[src/rtl/controller_port_read_mux_top_assert.svh]
`ifndef CONTROLLER_PORT_READ_MUX_TOP_ASSERT_SVH
`define CONTROLLER_PORT_READ_MUX_TOP_ASSERT_SVH

// Checks that a condition holds in the same cycle as its trigger.
`define CPRM_ASSERT_NOW(label, ante, cons) \
  label: assert property (@(posedge clk_i) disable iff (!rst_ni) (ante) |-> (cons)) \
    else $error("cprm assertion failed");

// Checks that a condition holds in the cycle after its trigger.
`define CPRM_ASSERT_NEXT(label, ante, cons) \
  label: assert property (@(posedge clk_i) disable iff (!rst_ni) (ante) |=> (cons)) \
    else $error("cprm assertion failed");

`endif

[src/rtl/cprm_pkg.sv]
package cprm_pkg;

  localparam logic [2:0] DEV_JOYPAD   = 3'd0;
  localparam logic [2:0] DEV_GUN      = 3'd1;
  localparam logic [2:0] DEV_PADDLE   = 3'd2;
  localparam logic [2:0] DEV_SPORTPAD = 3'd3;
  localparam logic [2:0] DEV_TABLET   = 3'd4;

  localparam logic [1:0] REG_PLAYER1_DEVICE = 2'd0;
  localparam logic [1:0] REG_PLAYER2_DEVICE = 2'd1;
  localparam logic [1:0] REG_KBD_ATTACHED   = 2'd2;

  localparam logic [7:0] CTL_SP1_HIGH    = 8'h0D;
  localparam logic [7:0] CTL_SP1_LOW     = 8'h2D;
  localparam logic [7:0] CTL_SP2_UPPER   = 8'h07;
  localparam logic [7:0] CTL_SP2_LOWER   = 8'h87;
  localparam logic [7:0] CTL_FLIP_FLOP   = 8'h55;
  localparam logic [7:0] CTL_PADDLE_LOW  = 8'hDD;
  localparam logic [7:0] CTL_PADDLE_HIGH = 8'hFD;

  localparam logic [2:0] KBD_NO_ROW = 3'd7;

  typedef struct packed {
    logic [2:0] player1_device;
    logic [2:0] player2_device;
    logic       kbd_attached;
  } cfg_t;

  typedef struct packed {
    logic first_port;
    logic second_port;
  } toggle_t;

  typedef struct packed {
    logic        mode;
    logic [2:0]  row_select;
    logic [15:0] keyboard_word;
    logic [15:0] pad_word;
    logic [7:0]  port_control;
    logic [7:0]  sportpad1_value;
    logic [7:0]  sportpad2_value;
    logic [7:0]  paddle1_position;
    logic [7:0]  paddle2_position;
  } read_req_t;

  function automatic logic is_analog(input logic [2:0] dev);
    return (dev == DEV_PADDLE) || (dev == DEV_SPORTPAD);
  endfunction

endpackage

[src/rtl/cprm_read_unit.sv]
module cprm_read_unit
  import cprm_pkg::*;
(
  input  cfg_t       cfg_i,
  input  toggle_t    toggle_i,
  input  read_req_t  req_i,
  output logic [7:0] read_data_o,
  output toggle_t    toggle_o
);

  logic [7:0] first_v;
  logic [7:0] first_lo;
  logic [7:0] first_hi;
  logic [7:0] second_v;
  logic [7:0] second_lo;
  logic [7:0] second_hi;
  logic       kbd_read;
  toggle_t    flipped;

  assign kbd_read = cfg_i.kbd_attached && (req_i.row_select != KBD_NO_ROW);

  assign flipped = {toggle_i.first_port ^ (cfg_i.player1_device == DEV_PADDLE),
                    toggle_i.second_port ^ (cfg_i.player2_device == DEV_PADDLE)};

  assign first_lo = {req_i.paddle2_position[1:0], 2'b01, req_i.paddle1_position[3:0]};
  assign first_hi = {req_i.paddle2_position[5:4], 2'b01, req_i.paddle1_position[7:4]};
  assign second_lo = {6'h3F, req_i.paddle2_position[3:2]};
  assign second_hi = {6'h3F, req_i.paddle2_position[7:6]};

  always_comb begin
    first_v = req_i.pad_word[7:0];
    if (is_analog(cfg_i.player1_device) || is_analog(cfg_i.player2_device)) begin
      case (req_i.port_control)
        CTL_SP1_HIGH:    first_v = {first_v[7:4], req_i.sportpad1_value[7:4]};
        CTL_SP1_LOW:     first_v = {first_v[7:4], req_i.sportpad1_value[3:0]};
        CTL_SP2_UPPER:   first_v = {req_i.sportpad2_value[5:4], first_v[5:0]};
        CTL_SP2_LOWER:   first_v = {req_i.sportpad2_value[1:0], first_v[5:0]};
        CTL_FLIP_FLOP:   first_v = first_v & (toggle_i.first_port ? first_lo : first_hi);
        CTL_PADDLE_LOW:  first_v = first_v & first_lo;
        CTL_PADDLE_HIGH: first_v = first_v & first_hi;
        default:         first_v = first_v;
      endcase
    end
    if (cfg_i.player1_device == DEV_PADDLE) begin
      first_v[5] = flipped.first_port;
    end
  end

  always_comb begin
    second_v = req_i.pad_word[15:8];
    if (is_analog(cfg_i.player2_device)) begin
      case (req_i.port_control)
        CTL_SP2_UPPER:   second_v = {second_v[7:2], req_i.sportpad2_value[7:6]};
        CTL_SP2_LOWER:   second_v = {second_v[7:2], req_i.sportpad2_value[3:2]};
        CTL_FLIP_FLOP:   second_v = second_v & (toggle_i.second_port ? second_lo : second_hi);
        CTL_PADDLE_LOW:  second_v = second_v & second_lo;
        CTL_PADDLE_HIGH: second_v = second_v & second_hi;
        default:         second_v = second_v;
      endcase
    end
    if (cfg_i.player2_device == DEV_PADDLE) begin
      second_v[3] = flipped.second_port;
    end
  end

  always_comb begin
    toggle_o = toggle_i;
    if (kbd_read) begin
      read_data_o = req_i.mode ? req_i.keyboard_word[15:8] : req_i.keyboard_word[7:0];
    end else if (!req_i.mode) begin
      read_data_o = first_v;
      toggle_o.first_port = flipped.first_port;
    end else begin
      read_data_o = second_v;
      toggle_o.second_port = flipped.second_port;
    end
  end

endmodule

[src/rtl/controller_port_read_mux_top.sv]
// Channel    Direction  Handshake                    Payload
// in         input      in_valid_i / in_stall_o      mode_i .. paddle2_position_i
// out        output     out_valid_o / out_stall_i    read_data_o
// cfg        input      cfg_valid_i / cfg_ready_o    cfg_index_i, cfg_data_i
//
// A read transaction passes an input register and then a result register before its result is
// valid; one transaction is accepted per cycle while the input is not stalled.
// The paddle toggle of a port advances only on a non-keyboard read of that port with a paddle
// attached, as the transaction moves into the result register, keeping them in transaction order.
// A stall on the output holds the result register and, once the input register is
// full too, stalls the input. Reset clears the configuration, both toggles and both valid flags.
module controller_port_read_mux_top
  import cprm_pkg::*;
(
  input  logic        clk_i,
  input  logic        rst_ni,
  input  logic        in_valid_i,
  output logic        in_stall_o,
  input  logic        mode_i,
  input  logic [2:0]  row_select_i,
  input  logic [15:0] keyboard_word_i,
  input  logic [15:0] pad_word_i,
  input  logic [7:0]  port_control_i,
  input  logic [7:0]  sportpad1_value_i,
  input  logic [7:0]  sportpad2_value_i,
  input  logic [7:0]  paddle1_position_i,
  input  logic [7:0]  paddle2_position_i,
  output logic        out_valid_o,
  input  logic        out_stall_i,
  output logic [7:0]  read_data_o,
  input  logic        cfg_valid_i,
  output logic        cfg_ready_o,
  input  logic [1:0]  cfg_index_i,
  input  logic [2:0]  cfg_data_i
);

  `include "controller_port_read_mux_top_assert.svh"

  cfg_t       cfg_q;
  toggle_t    toggle_q;
  toggle_t    toggle_d;
  logic       s1_valid_q;
  read_req_t  s1_req_q;
  read_req_t  in_req;
  logic       s2_valid_q;
  logic [7:0] s2_data_q;
  logic [7:0] result_d;
  logic       s1_stall;
  logic       s1_adv;
  logic       in_acc;
  logic       kbd_pending;

  assign in_req = '{
    mode:             mode_i,
    row_select:       row_select_i,
    keyboard_word:    keyboard_word_i,
    pad_word:         pad_word_i,
    port_control:     port_control_i,
    sportpad1_value:  sportpad1_value_i,
    sportpad2_value:  sportpad2_value_i,
    paddle1_position: paddle1_position_i,
    paddle2_position: paddle2_position_i
  };

  assign s1_stall   = s2_valid_q && out_stall_i;
  assign s1_adv     = s1_valid_q && !s1_stall;
  assign in_stall_o = s1_valid_q && s1_stall;
  assign in_acc     = in_valid_i && !in_stall_o;

  assign cfg_ready_o = 1'b1;
  assign out_valid_o = s2_valid_q;
  assign read_data_o = s2_data_q;

  cprm_read_unit u_read (
    .cfg_i       (cfg_q),
    .toggle_i    (toggle_q),
    .req_i       (s1_req_q),
    .read_data_o (result_d),
    .toggle_o    (toggle_d)
  );

  always_ff @(posedge clk_i or negedge rst_ni) begin
    if (!rst_ni) begin
      cfg_q <= '0;
    end else if (cfg_valid_i && cfg_ready_o) begin
      case (cfg_index_i)
        REG_PLAYER1_DEVICE: cfg_q.player1_device <= cfg_data_i;
        REG_PLAYER2_DEVICE: cfg_q.player2_device <= cfg_data_i;
        REG_KBD_ATTACHED:   cfg_q.kbd_attached   <= cfg_data_i[0];
        default:            cfg_q <= cfg_q;
      endcase
    end
  end

  always_ff @(posedge clk_i or negedge rst_ni) begin
    if (!rst_ni) begin
      s1_valid_q <= 1'b0;
      s2_valid_q <= 1'b0;
      toggle_q   <= '0;
    end else begin
      if (in_acc) begin
        s1_valid_q <= 1'b1;
      end else if (s1_adv) begin
        s1_valid_q <= 1'b0;
      end
      if (s1_adv) begin
        s2_valid_q <= 1'b1;
        toggle_q   <= toggle_d;
      end else if (s2_valid_q && !out_stall_i) begin
        s2_valid_q <= 1'b0;
      end
    end
  end

  always_ff @(posedge clk_i) begin
    if (in_acc) begin
      s1_req_q <= in_req;
    end
    if (s1_adv) begin
      s2_data_q <= result_d;
    end
  end

  assign kbd_pending = s1_adv && cfg_q.kbd_attached && (s1_req_q.row_select != KBD_NO_ROW);

  `CPRM_ASSERT_NOW(a_stall_needs_full_input, in_stall_o, s1_valid_q && s2_valid_q)
  `CPRM_ASSERT_NEXT(a_advance_fills_result, s1_adv, out_valid_o)
  `CPRM_ASSERT_NEXT(a_toggle_holds_when_idle, !s1_adv, $stable(toggle_q))
  `CPRM_ASSERT_NEXT(a_keyboard_keeps_toggles, kbd_pending, $stable(toggle_q))

endmodule

[config.mk]
export PLATFORM = sky130hd
export DESIGN_NAME = controller_port_read_mux_top
export DESIGN_NICKNAME = d
export VERILOG_FILES = /design/src/rtl/cprm_pkg.sv /design/src/rtl/cprm_read_unit.sv /design/src/rtl/controller_port_read_mux_top.sv
export VERILOG_INCLUDE_DIRS = /design/src /design/src/rtl
export SDC_FILE = /design/constraint.sdc
export NUM_CORES = 1
export LEC_CHECK = 0
export BUFFER_PORTS_ARGS = -buffer_cell sky130_fd_sc_hd__buf_2
export CORE_MARGIN = 1
export CORE_UTILIZATION = 41
export DETAILED_ROUTE_END_ITERATION = 8
export GPL_ROUTABILITY_DRIVEN = 0
export RECOVER_POWER = 50
export SYNTH_ARGS = -nofsm -noshare
export SYNTH_HDL_FRONTEND = slang
export SYNTH_SLANG_ARGS = --single-unit
[constraint.sdc]
create_clock -name clk_i -period 6.52 [get_ports clk_i]
set_input_delay 1.304 -clock clk_i [delete_from_list [all_inputs] [get_ports clk_i]]
set_output_delay 1.304 -clock clk_i [all_outputs]
set_load 0.05 [all_outputs]
==> flow_summary.toml, run 1 <==
[clock_network]
cts_made_buffers = 9
worst_skew_pair.late_latency_ps = 360
post-cts-setup-buffer-count = 0
clk_pin_slew_ps = 90
cts_tree = "yes"
cts_sinks = 95
cts_resized = 0
ctsHoldBuffers = 0
htree_levels = 3
cts_root_buf = "clkbuf_8"
clock_path_buffers = 2

[timing]
slew_headroom_pct = -10.45
final.min_clock_period_ps = 3154
timing.fmax_ghz = 0.3170
worst_slack_ps = 3366
slew_violations = 11
hold_violations = 0
fin_setup_tns_ps = 0
post-route-period-util_pct = 48.38
rsz0062_at_grt = "false"
setup_viol = 0
finClkSkew_ps = 9.438
worstMarginPinSlew_ps = 1642

[yosys]
synth_edf_count = 84
ys_warn_count = 0
syn-num-nets = 315
synth_top_family_by_area = "compound AO/OA/AOI/OAI gates"
yosysTopAreaCell = "edfxtp_1"
synth_cell_types = 54
synth_top_area_share_pct = 66.06
synth-simple-area-share_pct = 8.748
synth_flop_cell = "edfxtp_1"
synth_area_leaders = "edfxtp_1, dfrtp_1, mux2i_1"
synth_fa_ha_area_share_pct = 0
syn_avg_cell_area_sq_um = 16.68
netlist_area_sq_um = 3819
ys_seq_area_share_pct = 73.26
muxShareOfSynthArea_pct = 6.913
yosys_register_bits = 95
synth-compound-area-share_pct = 9.010
syn_inst = 229
async_flop_share_pct = 11.58
synth_xor_area_share_pct = 0.4587

[floorplanning]
die_x_um = 98.51
die_h_um = 98.51
rows = 34
design.core.area_sq_um = 8848
start_util_pct = 43.16
die-area_sq_um = 9704
io_pins = 97

[worst_setup_path]
r2r-start = "s1_req_q[73]"
cp.required_ps = 5220
crit_start = "out_stall_i"
arrival_ps = 1850
cp-start-kind = "input pin"
crit_fanout = 3
path_class = "input pin to output port"
crit_path_end_kind = "output port"

[power]
netSwitchingFraction_pct = 26.66
ir_worst_vdd_v = 0.0001251
power_leakage_nw = 1.711
seqPwrFrac_pct = 59.3
power_density_nw_per_um2 = 279.2
comb_power_share_pct = 13.5
internal_power_mw = 0.9322
clock_power_share_pct = 27.2
switchingPower_mw = 0.3388

[detailed_routing]
ant_nets = 0
vias_per_cell = 5.116
drtIter0Drc = 96
routedWlPerCell_um = 16.79
first_pass_iters = 6
remaining_drc_errors = 0
drt-total-wl_um = 7404
dr_total_vias = 2256

[global_routing]
first_global_vias = 2290
grt_max_degree = 77
track_usage_pct = 16.53
grt_pass1_wl_um = 11830
antenna_found_initial = 0
globalRouteOverflowTotal = 0

[outcome]
violations = "max-capacitance violations, max-slew violations"
status = "complete, but fails checks"

[job]
drv_cap = 1

[min_path]
hp-class = "register to register"
min_from = "s1_valid_q"

[finish]
area_delta_synth_final_pct = 19.20
layout.nets = 414
layout_common_cells = "buf_2, edfxtp_1, mux2i_1"
diodes = 0
layout-drive-gt1-share_pct = 36.94
final_common_cell = "buf_2"

[placement]
hpwl_um = 5216
placement.io_buffers = 95
pre_cts_ws_ps = 3395
## stage by stage
step	utilization [%]	cell area, sq um	std cells	hold slack [ps]	power (mW)
finish	51.44	4552	441	492.3	1.271
global route	51.44	4552	441	515.0	1.331
global placement	49.56	4385	425	451.0	0.9396
detailed placement	49.56	4385	425	469.5	0.9433
CTS	51.54	4561	441	488.4	1.286
floorplan	-	3819	229	443.4	0.8788
## logic make-up after synthesis
group / after synthesis
flip-flops: 95
AND/OR/NAND/NOR: 53
AO/OA/AOI/OAI: 44
multiplexers: 24
buffers and inverters: 10
XOR/XNOR: 2
other: 1
## worst paths after layout
| check | endpoint | slack [ps] | cells after the start |
|---|---|---|---|
| min reg2reg | out_valid_o | 490 | 1 |
| max in group asynchronous | cfg_q[0] | 5200 | 1 |
| min in group asynchronous | cfg_q[6] | 920 | 1 |
| min | out_valid_o | 490 | 1 |
| max | in_stall_o | 3370 | 4 |
| max reg2reg | read_data_o[6] | 4140 | 5 |
## cell usage after synthesis (2+ instances only)
master / n
mux2i_1: 14
nand2_1: 8
a21boi_0: 3
and3_1: 4
edfxtp_1: 84
clkbuf_1: 2
buf_6: 2
nand3_1: 6
nor2_1: 6
o21ai_0: 3
a21oi_1: 3
inv_1: 3
or3_1: 2
dfrtp_1: 11
xnor2_1: 2
nor3_1: 4
nand3b_1: 3
and2_1: 2
nor3b_1: 3
a211oi_1: 2
a221oi_1: 5
o22ai_1: 5
mux2_2: 9
o211ai_1: 8
nand2b_1: 4
o221ai_1: 2
nand4_1: 2
## worst max-delay path: stages
cell and delay (ps):
clkbuf_1 110, nand3_1 120, inv_1 70, buf_2 250
## state kept, by name (all words and copies together), names as in the netlist
name,flops
s1_req_q,76
read_data_o,8
cfg_q,7
toggle_q,2
out_valid_o,1
s1_valid_q,1
## area by class of cell
type | count | area, sq um
multi-input combinational | 124 | 965.9
fill | 797 | 4297
sequential | 95 | 2798
clock buffer | 10 | 127.6
timing repair buffer | 95 | 466.7
clock inverter | 6 | 47.55
tap | 108 | 135.1
inverter | 3 | 11.26
## per-layer routing
| layer | up-vias | global-route usage, % | share of wire [%] |
|---|---|---|---|
| li1 | 1118 | - | - |
| met1 | 1064 | 22.35 | 48 |
| met2 | 72 | 25.79 | 47 |
| met3 | 2 | 4.610 | 4.9 |
| met4 | 0 | 5.855 | 0.49 |
| met5 | - | 0 | 0 |
## power groups by stage
| stage | logic, mW | clock network, mW | registers, mW |
|---|---|---|---|
| final | 0.172 | 0.345 | 0.753 |
| after detailed placement | 0.175 | 0 | 0.768 |
| after global routing | 0.189 | 0.382 | 0.760 |
| after CTS | 0.176 | 0.355 | 0.754 |
| after global placement | 0.173 | 0 | 0.767 |
| after floorplan | 0.0970 | 0 | 0.782 |
Power figures use the tool's default switching activity.
==> run 2, diff against run 1 <==
--- a/config.mk
+++ b/config.mk
@@ -11,6 +11,7 @@
 export CORE_UTILIZATION = 41
 export DETAILED_ROUTE_END_ITERATION = 8
 export GPL_ROUTABILITY_DRIVEN = 0
+export PLACE_DENSITY = 0.67
 export RECOVER_POWER = 50
 export SYNTH_ARGS = -nofsm -noshare
 export SYNTH_HDL_FRONTEND = slang
==> constraint.sdc (replaced) <==
create_clock -name clk_i -period 2.9 [get_ports clk_i]
set_input_delay 0.58 -clock clk_i [delete_from_list [all_inputs] [get_ports clk_i]]
set_output_delay 0.58 -clock clk_i [all_outputs]
set_load 0.05 [all_outputs]
==> run 2 against run 1 <==
Effect of this change:
- the run ends with design-rule violations left
- sequential power rose by 130%
- worst hold slack got worse by 310 ps
- power rose by 140%
- routed wire length rose by 4.2%
- utilization rose by 0.83 points
- sequential share of layout area fell by 0.98 points
- clock skew rose by 0.87 ps
- global-route usage rose by 0.42 points
- non-clock buffer count rose by 4
- critical endpoint is now read_data_o[5]
==> flow_summary.toml, run 2 (synthesized netlist as in run 1, its figures left out) <==
[clock_network]
cts_sinks = 95
htree_levels = 3
clk_pin_slew_ps = 90
clock_path_buffers = 2
worst_skew_pair.late_latency_ps = 360
cts_made_buffers = 9
cts_tree = "yes"
post-cts-setup-buffer-count = 0
ctsHoldBuffers = 0
cts_resized = 0
cts_root_buf = "clkbuf_8"

[worst_setup_path]
r2r-start = "s1_req_q[37]"
cpPeakStageDelay_ps = 580
crit_cells = 5
path_class = "register to register"
cp_num_buf_inv = 0
cp-start-kind = "register"
cp.required_ps = 3000
crit_start = "s1_req_q[37]"
cpMaxStageDelayCell = "edfxtp_1"
cp-endpoint = "read_data_o[5]"
rr_endpoint = "read_data_o[5]"
reg2reg_setup_slack_ps = 750
crit_fanout = 9
critical_path.top_delay_family = "compound AO/OA/AOI/OAI gates"
crit_path_end_kind = "register"
reg2regPathDepth = 5
arrival_ps = 2250
worstPathCellList = "nand4bb_2, nor2_1, o221ai_1, a221oi_1, o22ai_1"

[detailed_routing]
vias_per_cell = 5.408
drtIter0Drc = 120
ant_nets = 0
dr_total_vias = 2401
drt-total-wl_um = 7712
remaining_drc_errors = 5
routedWlPerCell_um = 17.37
first_pass_iters = 6

[finish]
registers.top_by_ff_count = "s1_req_q"
layout.nets = 418
area_delta_synth_final_pct = 21.13
fin_cells = 444
diodes = 0
layout_common_cells = "buf_2, edfxtp_1, mux2i_1"
largest_reg_flops = 76
fin_area_sq_um = 4626
final_common_cell = "buf_2"
layout-drive-gt1-share_pct = 37.20
fin_util_pct = 52.28

[timing]
hold_violations = 0
worstMarginPinSlew_ps = 651.4
post-route-period-util_pct = 74.15
hold_ws_ps = 186.4
final.min_clock_period_ps = 2150
fin_setup_tns_ps = 0
setup_viol = 0
timing.fmax_ghz = 0.4650
rsz0062_at_grt = "false"
slew_headroom_pct = 56.57
finClkSkew_ps = 10.31
slew_violations = 0
worst_slack_ps = 749.7

[power]
power_leakage_nw = 1.753
ir_worst_vdd_v = 0.0003356
power_mw = 3.019
power_density_nw_per_um2 = 652.6

[placement]
placed_area_sq_um = 4428
placement.io_buffers = 95
dp_cells = 429
pre_cts_ws_ps = 774.5
hpwl_um = 5673

[global_routing]
globalRouteOverflowTotal = 0
grt_pass1_wl_um = 12190
first_global_vias = 2431
antenna_found_initial = 0
grt_max_degree = 46
track_usage_pct = 16.96

[job]
drv_cap = 0

[floorplanning]
die-area_sq_um = 9704
die_x_um = 98.51
design.core.area_sq_um = 8848
io_pins = 97
start_util_pct = 43.16
rows = 34
die_h_um = 98.51

[outcome]
status = "complete, but fails checks"
violations = "design-rule violations"

[min_path]
hp-class = "input pin to async pin"
[run 2: cell count changes in the layout (fill, tap and decap cells not counted), sizes merged]
cell,previous run,this run
inv,3,4
clkinvlp,1,0
clkbuf,17,18
buf,88,91
bufinv,0,2
clkinv,5,2
[run 2: layout make-up]
cell class | instances | area [sq um]
Tap cell | 108 | 135.1
Inverter | 3 | 11.26
Clock buffer | 10 | 127.6
Multi-Input combinational cell | 124 | 965.9
Sequential cell | 95 | 2798
Timing Repair Buffer | 99 | 505.5
Fill cell | 781 | 4223
Clock inverter | 5 | 82.58
[run 2: per-layer routing]
metal	GRT usage (%)	routed length (um)	part of all wire [%]
met1	21.29	3354	43
met5	0	0	0
met3	5.745	509	6.6
met2	28.44	3791	49
met4	4.133	57	0.74
[run 2: worst reg2reg max path: cells and delay by family (launching register included)]
family | cells | cell delay (ps)
AOI/OAI and AO/OA | 3 | 690
DFF | 1 | 580
and+or+nand+nor | 2 | 630
[run 2: how the worst min path moves through the flow]
stage	startpoint	cells past startpoint	endpoint	slack [ps]
floorplan	rst_ni	0	cfg_q[0]	280
CTS	rst_ni	1	cfg_q[5]	70
global placement	s1_valid_q	1	out_valid_o	450
finish	rst_ni	1	s1_valid_q	190
global route	rst_ni	1	cfg_q[5]	230
detailed placement	rst_ni	1	cfg_q[2]	470
[run 2: report_power, final]
part / internal, mW / switching [mW]
Combinational: 0.160 / 0.241
Sequential: 1.63 / 0.0700
Clock: 0.484 / 0.435
